--- src/rtl/bouncing_bar_scanner_assert.svh ---
// Assertion helpers used by the scanner top-level RTL.
// Both macros expect clk and rst to be visible at the place of use.
`ifndef BOUNCING_BAR_SCANNER_ASSERT_SVH
`define BOUNCING_BAR_SCANNER_ASSERT_SVH

// Same-cycle implication, checked outside reset.
`define BBS_ASSERT_NOW(label, ante, cons) \
  label: assert property (@(posedge clk) disable iff (rst) (ante) |-> (cons)) \
    else $error("scanner check failed");

// Next-cycle implication, checked outside reset.
`define BBS_ASSERT_NEXT(label, ante, cons) \
  label: assert property (@(posedge clk) disable iff (rst) (ante) |=> (cons)) \
    else $error("scanner check failed");

`endif

--- src/rtl/bbs_pkg.sv ---
package bbs_pkg;

  // Field and register widths
  localparam int CFG_W        = 16;
  localparam int POS_W        = 16;
  localparam int POS_BITS_DEF = 16;

  // Snake lengths at or above this leave the tail at zero on a set-position beat
  localparam logic [CFG_W-1:0] FULL_SIZE = 16'd100;

  // Register reset values
  localparam logic [CFG_W-1:0] BAR_MAX_RST      = 16'd100;
  localparam logic [CFG_W-1:0] STEP_SIZE_RST    = 16'd1;
  localparam logic [CFG_W-1:0] SNAKE_LENGTH_RST = 16'd100;
  localparam logic             ALLOW_REV_RST    = 1'b0;

  // Item modes
  localparam logic MODE_TICK = 1'b0;
  localparam logic MODE_SET  = 1'b1;

  // Register indexes
  typedef enum logic [1:0] {
    REG_BAR_MAX      = 2'd0,
    REG_STEP_SIZE    = 2'd1,
    REG_SNAKE_LENGTH = 2'd2,
    REG_ALLOW_REV    = 2'd3
  } cfg_idx_t;

  typedef struct packed {
    logic [CFG_W-1:0] bar_max;
    logic [CFG_W-1:0] step_size;
    logic [CFG_W-1:0] snake_length;
    logic             allow_reverse;
  } cfg_t;

  // Direction and drain flags of the snake
  typedef struct packed {
    logic reversed;
    logic draining;
  } flags_t;

endpackage

--- src/rtl/bouncing_bar_scanner.sv ---
// Bouncing bar scanner: moves a head/tail segment along positions 0..bar_max.
// Each input beat is either a tick (mode 0) or a set-position (mode 1) and
// yields one result beat carrying the new head, tail, direction and drain
// flag. Throughput is one beat per clock cycle while out_ready is high; a
// beat passes the input register and then the state register, which also
// serves as the result register. The next-state logic is a handful of adds
// and compares between those two registers. Configuration writes take effect
// on the next cycle and must be made while no beat is in flight.
module bouncing_bar_scanner import bbs_pkg::*; #(
  parameter int POS_BITS = POS_BITS_DEF
) (
  input  logic             clk,
  input  logic             rst,
  input  logic             cfg_write,
  input  logic [1:0]       cfg_index,
  input  logic [CFG_W-1:0] cfg_data,
  input  logic             in_valid,
  output logic             in_ready,
  input  logic             mode,
  input  logic [POS_W-1:0] new_position,
  output logic             out_valid,
  input  logic             out_ready,
  output logic [POS_W-1:0] head_pos,
  output logic [POS_W-1:0] tail_pos,
  output logic             moving_back,
  output logic             tail_draining
);

  localparam int XW = ((POS_BITS > POS_W) ? POS_BITS : POS_W);

  cfg_t                cfg;
  logic                s1_valid;
  logic                s1_mode;
  logic [POS_W-1:0]    s1_pos;
  logic                s1_fire;
  logic [POS_BITS-1:0] head, tail, head_next, tail_next;
  flags_t              flags, flags_next;

  bbs_cfg u_cfg (
    .clk       (clk),
    .rst       (rst),
    .cfg_write (cfg_write),
    .cfg_index (cfg_idx_t'(cfg_index)),
    .cfg_data  (cfg_data),
    .cfg       (cfg)
  );

  bbs_step #(.POS_BITS(POS_BITS)) u_step (
    .cfg          (cfg),
    .mode         (s1_mode),
    .new_position (s1_pos),
    .head         (head),
    .tail         (tail),
    .flags        (flags),
    .head_next    (head_next),
    .tail_next    (tail_next),
    .flags_next   (flags_next)
  );

  // Advance the input stage whenever the result register is free or drains
  assign s1_fire  = s1_valid && (!out_valid || out_ready);
  assign in_ready = !s1_valid || s1_fire;

  // Input register
  always_ff @(posedge clk) begin
    if (rst) begin
      s1_valid <= 1'b0;
    end else if (in_ready) begin
      s1_valid <= in_valid;
    end
  end

  always_ff @(posedge clk) begin
    if (in_valid && in_ready) begin
      s1_mode <= mode;
      s1_pos  <= new_position;
    end
  end

  // State register, doubling as the result register
  always_ff @(posedge clk) begin
    if (rst) begin
      out_valid <= 1'b0;
      head      <= '0;
      tail      <= '0;
      flags     <= '0;
    end else begin
      if (s1_fire) begin
        out_valid <= 1'b1;
        head      <= head_next;
        tail      <= tail_next;
        flags     <= flags_next;
      end else if (out_ready) begin
        out_valid <= 1'b0;
      end
    end
  end

  assign head_pos      = POS_W'(XW'(head));
  assign tail_pos      = POS_W'(XW'(tail));
  assign moving_back   = flags.reversed;
  assign tail_draining = flags.draining;

`include "bouncing_bar_scanner_assert.svh"

  // Input stalls only behind a held result
  `BBS_ASSERT_NOW(a_stall_cause, !in_ready, s1_valid && out_valid && !out_ready)
  // Every beat leaving the input stage shows up as a result
  `BBS_ASSERT_NEXT(a_fire_result, s1_fire, out_valid)
  // Snake state moves only when a beat is processed
  `BBS_ASSERT_NEXT(a_state_hold, !s1_fire, $stable(head) && $stable(tail) && $stable(flags))

endmodule

--- src/rtl/bbs_cfg.sv ---
module bbs_cfg import bbs_pkg::*; (
  input  logic             clk,
  input  logic             rst,
  input  logic             cfg_write,
  input  cfg_idx_t         cfg_index,
  input  logic [CFG_W-1:0] cfg_data,
  output cfg_t             cfg
);

  // Write the addressed register, restore defaults on reset
  always_ff @(posedge clk) begin
    if (rst) begin
      cfg.bar_max       <= BAR_MAX_RST;
      cfg.step_size     <= STEP_SIZE_RST;
      cfg.snake_length  <= SNAKE_LENGTH_RST;
      cfg.allow_reverse <= ALLOW_REV_RST;
    end else if (cfg_write) begin
      unique case (cfg_index)
        REG_BAR_MAX:      cfg.bar_max       <= cfg_data;
        REG_STEP_SIZE:    cfg.step_size     <= cfg_data;
        REG_SNAKE_LENGTH: cfg.snake_length  <= cfg_data;
        REG_ALLOW_REV:    cfg.allow_reverse <= cfg_data[0];
        default: ;
      endcase
    end
  end

endmodule

--- src/rtl/bbs_step.sv ---
module bbs_step import bbs_pkg::*; #(
  parameter int POS_BITS = POS_BITS_DEF
) (
  input  cfg_t                cfg,
  input  logic                mode,
  input  logic [POS_W-1:0]    new_position,
  input  logic [POS_BITS-1:0] head,
  input  logic [POS_BITS-1:0] tail,
  input  flags_t              flags,
  output logic [POS_BITS-1:0] head_next,
  output logic [POS_BITS-1:0] tail_next,
  output flags_t              flags_next
);

  // Working width: holds any position or register plus one carry bit
  localparam int EW = ((POS_BITS > CFG_W) ? POS_BITS : CFG_W) + 1;

  // Step toward the far end, clamped at mx
  function automatic logic [EW-1:0] fwd(input logic [EW-1:0] x, input logic [EW-1:0] st,
                                        input logic [EW-1:0] mx);
    logic [EW-1:0] s;
    s = x + st;
    return (s < mx) ? s : mx;
  endfunction

  // Step toward zero, saturated at zero
  function automatic logic [EW-1:0] bwd(input logic [EW-1:0] x, input logic [EW-1:0] st);
    return (x > st) ? (x - st) : '0;
  endfunction

  logic [EW-1:0]       mx, st, len, h, t;
  logic [EW-1:0]       h_step, t_step, p_clamp, h_set;
  logic [POS_BITS-1:0] h_mv, t_mv;
  logic                tail_follows;

  assign mx  = EW'(cfg.bar_max);
  assign st  = EW'(cfg.step_size);
  assign len = EW'(cfg.snake_length);
  assign h   = EW'(head);
  assign t   = EW'(tail);

  // Ordinary move of head, then tail against the moved head
  assign h_step = flags.reversed ? bwd(h, st) : fwd(h, st, mx);
  assign h_mv   = POS_BITS'(h_step);
  assign t_step = flags.reversed ? bwd(t, st) : fwd(t, st, mx);
  assign t_mv   = POS_BITS'(t_step);
  assign tail_follows = flags.draining ||
                        !(flags.reversed ? (mx < (EW'(h_mv) + len)) : (EW'(h_mv) < len));

  // Set-position: clamp to the bar, then derive the tail
  assign p_clamp = (EW'(new_position) > mx) ? mx : EW'(new_position);
  assign h_set   = EW'(POS_BITS'(p_clamp));

  // Next state for one beat
  always_comb begin
    head_next  = head;
    tail_next  = tail;
    flags_next = flags;
    if (mode == MODE_SET) begin
      head_next = POS_BITS'(h_set);
      if (cfg.snake_length >= FULL_SIZE) begin
        tail_next = '0;
      end else begin
        tail_next = POS_BITS'(bwd(h_set, len));
      end
    end else if (!flags.reversed) begin
      if (h >= mx) begin
        if (cfg.allow_reverse || (t < mx)) begin
          // Parked at the far end: drain, then bounce back
          head_next = POS_BITS'(mx);
          priority if (!flags.draining) begin
            flags_next.draining = 1'b1;
          end else if (t >= mx) begin
            flags_next.draining = 1'b0;
            flags_next.reversed = 1'b1;
            head_next           = POS_BITS'(bwd(mx, st));
            tail_next           = POS_BITS'(mx);
          end else begin
            tail_next = t_mv;
          end
        end else begin
          // Restart from zero
          head_next  = '0;
          tail_next  = '0;
          flags_next = '0;
        end
      end else begin
        head_next = h_mv;
        if (tail_follows) tail_next = t_mv;
      end
    end else begin
      if (h == '0) begin
        // Parked at zero: drain, then head forward again
        head_next = '0;
        priority if (!flags.draining) begin
          flags_next.draining = 1'b1;
        end else if (t == '0) begin
          flags_next.draining = 1'b0;
          flags_next.reversed = 1'b0;
          head_next           = POS_BITS'((st < mx) ? st : mx);
          tail_next           = '0;
        end else begin
          tail_next = t_mv;
        end
      end else begin
        head_next = h_mv;
        if (tail_follows) tail_next = t_mv;
      end
    end
  end

endmodule
--- config.mk ---
export PLATFORM = sky130hd
export DESIGN_NAME = bouncing_bar_scanner
export DESIGN_NICKNAME = d
export VERILOG_FILES = /design/src/rtl/bbs_pkg.sv /design/src/rtl/bouncing_bar_scanner.sv /design/src/rtl/bbs_cfg.sv /design/src/rtl/bbs_step.sv
export VERILOG_INCLUDE_DIRS = /design/src /design/src/rtl
export SDC_FILE = /design/constraint.sdc
export NUM_CORES = 1
export LEC_CHECK = 0
export ABC_AREA = 1
export BUFFER_PORTS_ARGS = -buffer_cell sky130_fd_sc_hd__clkbuf_2
export CAP_MARGIN = 20
export CORE_MARGIN = 5
export CORE_UTILIZATION = 40
export CTS_BUF_LIST = sky130_fd_sc_hd__clkbuf_16
export CTS_CLUSTER_SIZE = 14
export DETAILED_ROUTE_END_ITERATION = 12
export GPL_TIMING_DRIVEN = 0
export PLACE_DENSITY_LB_ADDON = 0.25
export SYNTH_ARGS = -nofsm -noshare
export SYNTH_HDL_FRONTEND = slang
export SYNTH_SLANG_ARGS = --single-unit
--- constraint.sdc ---
create_clock -name clk -period 10 [get_ports clk]
set_clock_uncertainty 0.2 [all_clocks]
set_input_delay 1 -clock clk [delete_from_list [all_inputs] [get_ports clk]]
set_output_delay 1 -clock clk [all_outputs]
set_load 0.03 [all_outputs]
==> flow_metrics.tcl, run 1 <==
set metrics [dict create \
    netlist.top_cell.by_area "ha_1" \
    grt_pass1_wl_um 91600 \
    row_count 69 \
    routed.top_layer "met4" \
    min_path_cells 2 \
    p_seq_frac 0.186 \
    critPathArrivalTime_ps 8910 \
    combPwrFrac 0.672 \
    end_kind "flip-flop" \
    p_leak_uw 0.00810 \
    cts_num_sinks 102 \
    avgViaCountPerCell 5.69 \
    clk_pin_slew_ps 70 \
    grt_pass1_vias 15200 \
    p_sw_frac 0.544 \
    layout_common_cells "nand2_1, a21oi_1, inv_1" \
    min_to "out_valid$_SDFFE_PP0P_" \
    drt-pass1-iter-count 6 \
    overflow 0 \
    antenna_cells 0 \
    avgSynthCellArea_um2 6.44 \
    synth_top_area_frac 0.194 \
    layout-drive-gt1-share 0.0899 \
    syn_nets 2515 \
    timing.rr.start "u_cfg.cfg[20]$_SDFFE_PP0P_" \
    crit_required_ps 10050 \
    setup_viol 0 \
    die_area_mm2 0.0400 \
    critPathKind "flip-flop to flip-flop" \
    wl_per_cell_um 22.0 \
    synthCells 2244 \
    clock_path_buffers 2 \
    status "complete, no violations" \
    dieWidth_um 200 \
    final.setup.tns_ps 0 \
    r2r_end "tail_pos[4]$_SDFFE_PP0P_" \
    numPortBuffers 75 \
    die_h_um 200 \
    postCtsHoldBufs 0 \
    min_from "out_valid$_SDFFE_PP0P_" \
    final_nets 2601 \
    gp_congestion 1.04 \
    crit_top_cell "nand2_1" \
    hold_viol 0 \
    cts_setup_buffers 0 \
    wirelength_met1_um 26900 \
    vdd_drop_max_v 0.0000981 \
    rsz0062_at_grt "no" \
    cp_slowest_stage_delay_ps 600 \
    power_switching_uw 1500 \
    worstPathBufferInverterCount 5 \
    ant_nets 0 \
    ys_types 58 \
    final_common_cell "nand2_1" \
    coreArea_mm2 0.0357 \
    vias 15900 \
    cts_resized 0 \
    routed-wl-met3_um 4750 \
    cap_viol_max_count 0 \
    cts_htree_levels 3 \
    final_core_util 0.441 \
    grt_max_degree 18 \
    first_iter_violations 1551 \
    synth_seq_area_share 0.153 \
    p_clk_frac 0.142 \
    cts-root-buf "clkbuf_16" \
    slew_viol_final 0 \
    max_slew_margin 0.300 \
    area_growth_pct 8.77 \
    regToRegSetupSlack_ps 1140 \
    p_int_uw 1260 \
    cp_max_fo 10 \
    io_pins 76 \
    fin_crit_sh 0.886 \
    fmax_mhz 113 \
    critical_path.top_delay_family "compound AO/OA/AOI/OAI gates" \
    hp-class "flip-flop to flip-flop" \
    drcViolationCount 0 \
    initial_core_util 0.405 \
    slowest_stage "a21boi_0" \
    ys_seq_elements 102 \
    crit_path_start_kind "flip-flop" \
    track_usage 0.295 \
    clk_latency_ps 370 \
    final_area_mm2 0.0157 \
    routed-wl-met2_um 26700 \
    dp_hpwl_um 50900 \
    wirelength_um 61500 \
    tritoncts "built" \
    fill_cells 3855 \
    netlist_area_mm2 0.0145 \
    path_depth 47 \
    ys_warn_count 0 \
    synth_top_cells_by_area "ha_1, nand2_1, dfxtp_1" \
    cts_buffers 9 \
    place_area_mm2 0.0154 \
    reg2regPathDepth 47 \
    p_per_area_mw_per_mm2 176 \
    worst_pin_slew_ps 1040 \
    antenna_found_initial 0 \
    final.min_clock_period_ps 8860 \
]
worst max-delay path by stage:
stage	start	endpoint
finish	u_cfg.cfg[20]$_SDFFE_PP0P_	tail_pos[4]$_SDFFE_PP0P_
global route	u_cfg.cfg[20]$_SDFFE_PP0P_	tail_pos[7]$_SDFFE_PP0P_
CTS	u_cfg.cfg[18]$_SDFFE_PP0P_	tail_pos[8]$_SDFFE_PP0P_
detailed placement	u_cfg.cfg[18]$_SDFFE_PP0P_	tail_pos[8]$_SDFFE_PP0P_
global placement	u_cfg.cfg[20]$_SDFFE_PP0P_	tail_pos[8]$_SDFFE_PP0P_
floorplan	head_pos[3]$_SDFFE_PP0P_	tail_pos[11]$_SDFFE_PP0P_
sequential cells by signal, summed over array words and instances (netlist names):
signal / cells
s1_mode: 1
u_cfg.cfg: 49
tail_pos: 16
tail_draining: 1
moving_back: 1
s1_valid: 1
head_pos: 16
out_valid: 1
s1_pos: 16
power groups by stage:
stage	Clock [uW]	Sequential (uW)	Combinational, uW
2_1_floorplan	0	508	1280
3_3_place_gp	0	520	1790
3_5_place_dp	0	520	1800
4_1_cts	396	510	1820
5_1_grt	410	514	2060
6_report	391	514	1860
stage by stage:
stage | total power (uW) | worst slack [ps] | hold WS [ps] | cells
final | 2760 | 1140 | 319 | 2796
after global routing | 2990 | 471 | 340 | 2796
after CTS | 2720 | 1330 | 321 | 2796
after detailed placement | 2320 | 1380 | 310 | 2780
after global placement | 2310 | 1420 | 300 | 2780
after floorplan | 1790 | 3420 | 235 | 2244
synthesized netlist by cell type (all sizes together):
| cell | instances |
|---|---|
| edfxtp | 17 |
| buf | 37 |
| nand3b | 3 |
| xor2 | 67 |
| clkbuf | 33 |
| o211a | 7 |
| a21boi | 20 |
| dfxtp | 85 |
| inv | 264 |
| nand2b | 2 |
| o21a | 4 |
| or2 | 6 |
| xnor2 | 9 |
| o311ai | 4 |
| nor3 | 32 |
| clkinv | 13 |
| ha | 224 |
| a221oi | 2 |
| o31ai | 4 |
| o21bai | 10 |
| a211oi | 4 |
| nor4b | 2 |
| nand3 | 160 |
| nand2 | 516 |
| nor4 | 12 |
| o31a | 3 |
| fa | 7 |
| a221o | 1 |
| o21ai | 190 |
| a21o | 10 |
| a22o | 1 |
| a2111oi | 1 |
| and2 | 11 |
| o2111ai | 1 |
| a21oi | 265 |
| o211ai | 14 |
| nand4 | 33 |
| a31oi | 16 |
| a22oi | 1 |
| nor2 | 153 |
metal layers:
metal  GRT usage  vias to the layer above
li1            -                     7737
met1       0.400                     7351
met2       0.472                      696
met3      0.0364                      135
met4       0.132                        0
met5           0                        -
kinds of logic after synthesis:
| kind of cell | count (synthesis) | synth area share |
|---|---|---|
| buf+inv | 347 | 0.0957 |
| compound gates | 558 | 0.219 |
| fa+ha+maj | 231 | 0.204 |
| simple gates | 930 | 0.282 |
| xor+xnor | 76 | 0.0460 |
| flops | 102 | 0.153 |
layout make-up:
cell class | instances | area [um2] | area share
plain buffers | 70 | 344 | 0.0219
clock buffers | 9 | 225 | 0.0143
clock inverters | 7 | 90.1 | 0.00573
inverters | 277 | 1040 | 0.0661
multi-input cells | 1795 | 10900 | 0.691
flip-flops and latches | 102 | 2210 | 0.141
well taps | 461 | 577 | 0.0367
repair buffers | 75 | 375 | 0.0239
worst register-to-register path: cells and delay by family, from the launching register on:
family | cells | cell delay, ps
flip-flops | 1 | 510
buffers and inverters | 5 | 1090
AND/OR/NAND/NOR | 24 | 2550
XOR/XNOR | 2 | 420
AO/OA/AOI/OAI | 12 | 2730
adder cells (fa/ha/maj) | 4 | 1270
Power figures use the tool's default switching activity.
==> run 2, diff against run 1 <==
--- a/config.mk
+++ b/config.mk
@@ -10,7 +10,7 @@
 export BUFFER_PORTS_ARGS = -buffer_cell sky130_fd_sc_hd__clkbuf_2
 export CAP_MARGIN = 20
 export CORE_MARGIN = 5
-export CORE_UTILIZATION = 40
+export CORE_UTILIZATION = 30
 export CTS_BUF_LIST = sky130_fd_sc_hd__clkbuf_16
 export CTS_CLUSTER_SIZE = 14
 export DETAILED_ROUTE_END_ITERATION = 12
==> constraint.sdc (replaced) <==
create_clock -name clk -period 10.5 [get_ports clk]
set_clock_uncertainty 0.2 [all_clocks]
set_input_delay 1.05 -clock clk [delete_from_list [all_inputs] [get_ports clk]]
set_output_delay 1.05 -clock clk [all_outputs]
set_load 0.03 [all_outputs]
==> run 2 against run 1 <==
Net effect: cell count up 5.5%; sequential power down 4.3%; largest cell class unchanged; maximum frequency about the same; critical endpoint is now tail_pos[8]$_SDFFE_PP0P_; worst hold slack worse by 5.3 ps.
==> flow_metrics.tcl, run 2 (same netlist as run 1, synthesis figures left out) <==
set metrics [dict create \
    max_slew_margin 0.358 \
    cts_setup_buffers 0 \
    drt-pass1-iter-count 6 \
    drcViolationCount 0 \
    cts_num_sinks 102 \
    wl_per_cell_um 22.0 \
    coreArea_mm2 0.0477 \
    cp_slowest_stage_delay_ps 660 \
    final_common_cell "nand2_1" \
    critPathArrivalTime_ps 8930 \
    vias 15700 \
    io_pins 76 \
    worst_pin_slew_ps 952 \
    layout-drive-gt1-share 0.0904 \
    slowest_stage "dfxtp_1" \
    rsz0062_at_grt "no" \
    cts_resized 0 \
    dieWidth_um 230 \
    cts-root-buf "clkbuf_16" \
    tritoncts "built" \
    largest_reg_flops 49 \
    vdd_drop_max_v 0.0000891 \
    ant_nets 0 \
    track_usage 0.239 \
    min_to "out_valid$_SDFFE_PP0P_" \
    critPathKind "flip-flop to flip-flop" \
    dp_hpwl_um 53800 \
    area_growth_pct 9.97 \
    final_nets 2601 \
    slew_viol_final 0 \
    overflow 0 \
    end_kind "flip-flop" \
    grt_pass1_wl_um 95900 \
    fin_ws_ps 1640 \
    clk_pin_slew_ps 70 \
    setup_viol 0 \
    row_count 80 \
    cts_buffers 9 \
    final_area_mm2 0.0159 \
    min_from "out_valid$_SDFFE_PP0P_" \
    cap_viol_max_count 0 \
    timing.rr.start "u_cfg.cfg[18]$_SDFFE_PP0P_" \
    crit_top_cell "nand2_1" \
    min_path_cells 2 \
    avgViaCountPerCell 5.33 \
    grt_pass1_vias 15200 \
    gp_congestion 0.982 \
    place_area_mm2 0.0156 \
    clk_latency_ps 400 \
    initial_core_util 0.303 \
    regToRegSetupSlack_ps 1640 \
    wirelength_um 64900 \
    p_per_area_mw_per_mm2 166 \
    hold_viol 0 \
    layout_common_cells "nand2_1, a21oi_1, inv_1" \
    numPortBuffers 75 \
    postCtsHoldBufs 0 \
    grt_max_degree 18 \
    die_area_mm2 0.0527 \
    crit_path_start_kind "flip-flop" \
    cts_htree_levels 3 \
    r2r_end "tail_pos[8]$_SDFFE_PP0P_" \
    reg2regPathDepth 48 \
    fin_crit_sh 0.844 \
    hp-class "flip-flop to flip-flop" \
    p_leak_uw 0.00809 \
    holdWs_ps 314 \
    cp_max_fo 10 \
    antenna_found_initial 0 \
    final.setup.tns_ps 0 \
    p_total_uw 2630 \
    final.min_clock_period_ps 8860 \
    first_iter_violations 1526 \
    die_h_um 230 \
    fmax_mhz 113 \
    antenna_cells 0 \
    regMostFlops "u_cfg.cfg" \
    place_ws_ps 1770 \
    clock_path_buffers 2 \
    crit_required_ps 10570 \
    status "complete, no violations" \
]
-- run 2: cell count changes in the layout (fill, tap and decap cells not counted), sizes merged --
cell,before,now
clkinv,17,14
clkinvlp,0,2
inv,265,267
bufinv,2,1
-- run 2: metrics by stage --
stage / utilization / cells
2_1_floorplan: - / 2244
3_3_place_gp: 0.327 / 2934
3_5_place_dp: 0.327 / 2934
4_1_cts: 0.333 / 2950
5_1_grt: 0.333 / 2950
6_report: 0.333 / 2950
-- run 2: how the worst max path moves through the flow --
stage / from / endpoint / slack [ps] / depth (start not counted)
after detailed placement: u_cfg.cfg[18]$_SDFFE_PP0P_ / tail_pos[8]$_SDFFE_PP0P_ / 1770 / 48
after global placement: u_cfg.cfg[18]$_SDFFE_PP0P_ / tail_pos[8]$_SDFFE_PP0P_ / 1840 / 48
after floorplan: head_pos[3]$_SDFFE_PP0P_ / tail_pos[11]$_SDFFE_PP0P_ / 3920 / 49
final: u_cfg.cfg[18]$_SDFFE_PP0P_ / tail_pos[8]$_SDFFE_PP0P_ / 1640 / 48
after CTS: u_cfg.cfg[18]$_SDFFE_PP0P_ / tail_pos[8]$_SDFFE_PP0P_ / 1730 / 48
after global routing: u_cfg.cfg[19]$_SDFFE_PP0P_ / tail_pos[8]$_SDFFE_PP0P_ / 910 / 49
-- run 2: layout make-up --
class / count / area [um2]
Fill cell: 5265 / 31800
Clock buffer: 9 / 225
Clock inverter: 7 / 71.3
Timing Repair Buffer: 75 / 375
Tap cell: 615 / 769
Sequential cell: 102 / 2210
Buffer: 70 / 344
Multi-Input combinational cell: 1795 / 10900
Inverter: 277 / 1040
-- run 2: metal layers --
layer | vias to the layer above | wire length (um) | track usage
met3 | 97 | 4010 | 0.0270
met5 | - | 0 | 0
li1 | 7746 | - | -
met2 | 586 | 29600 | 0.398
met4 | 0 | 2240 | 0.0769
met1 | 7286 | 29100 | 0.323
-- run 2: worst max-delay path, delay by kind of cell (launching register included) --
kind            cells  cell delay, ps
simple gates       27            2850
compound gates     11            2300
fa+ha+maj           4            1390
buf+inv             4             890
flops               1             660
xor+xnor            2             410
-- run 2: power by group --
group	internal, uW	total (uW)	switching (uW)
combinational	567	1770	1200
sequential	424	492	68.1
clock	186	368	183
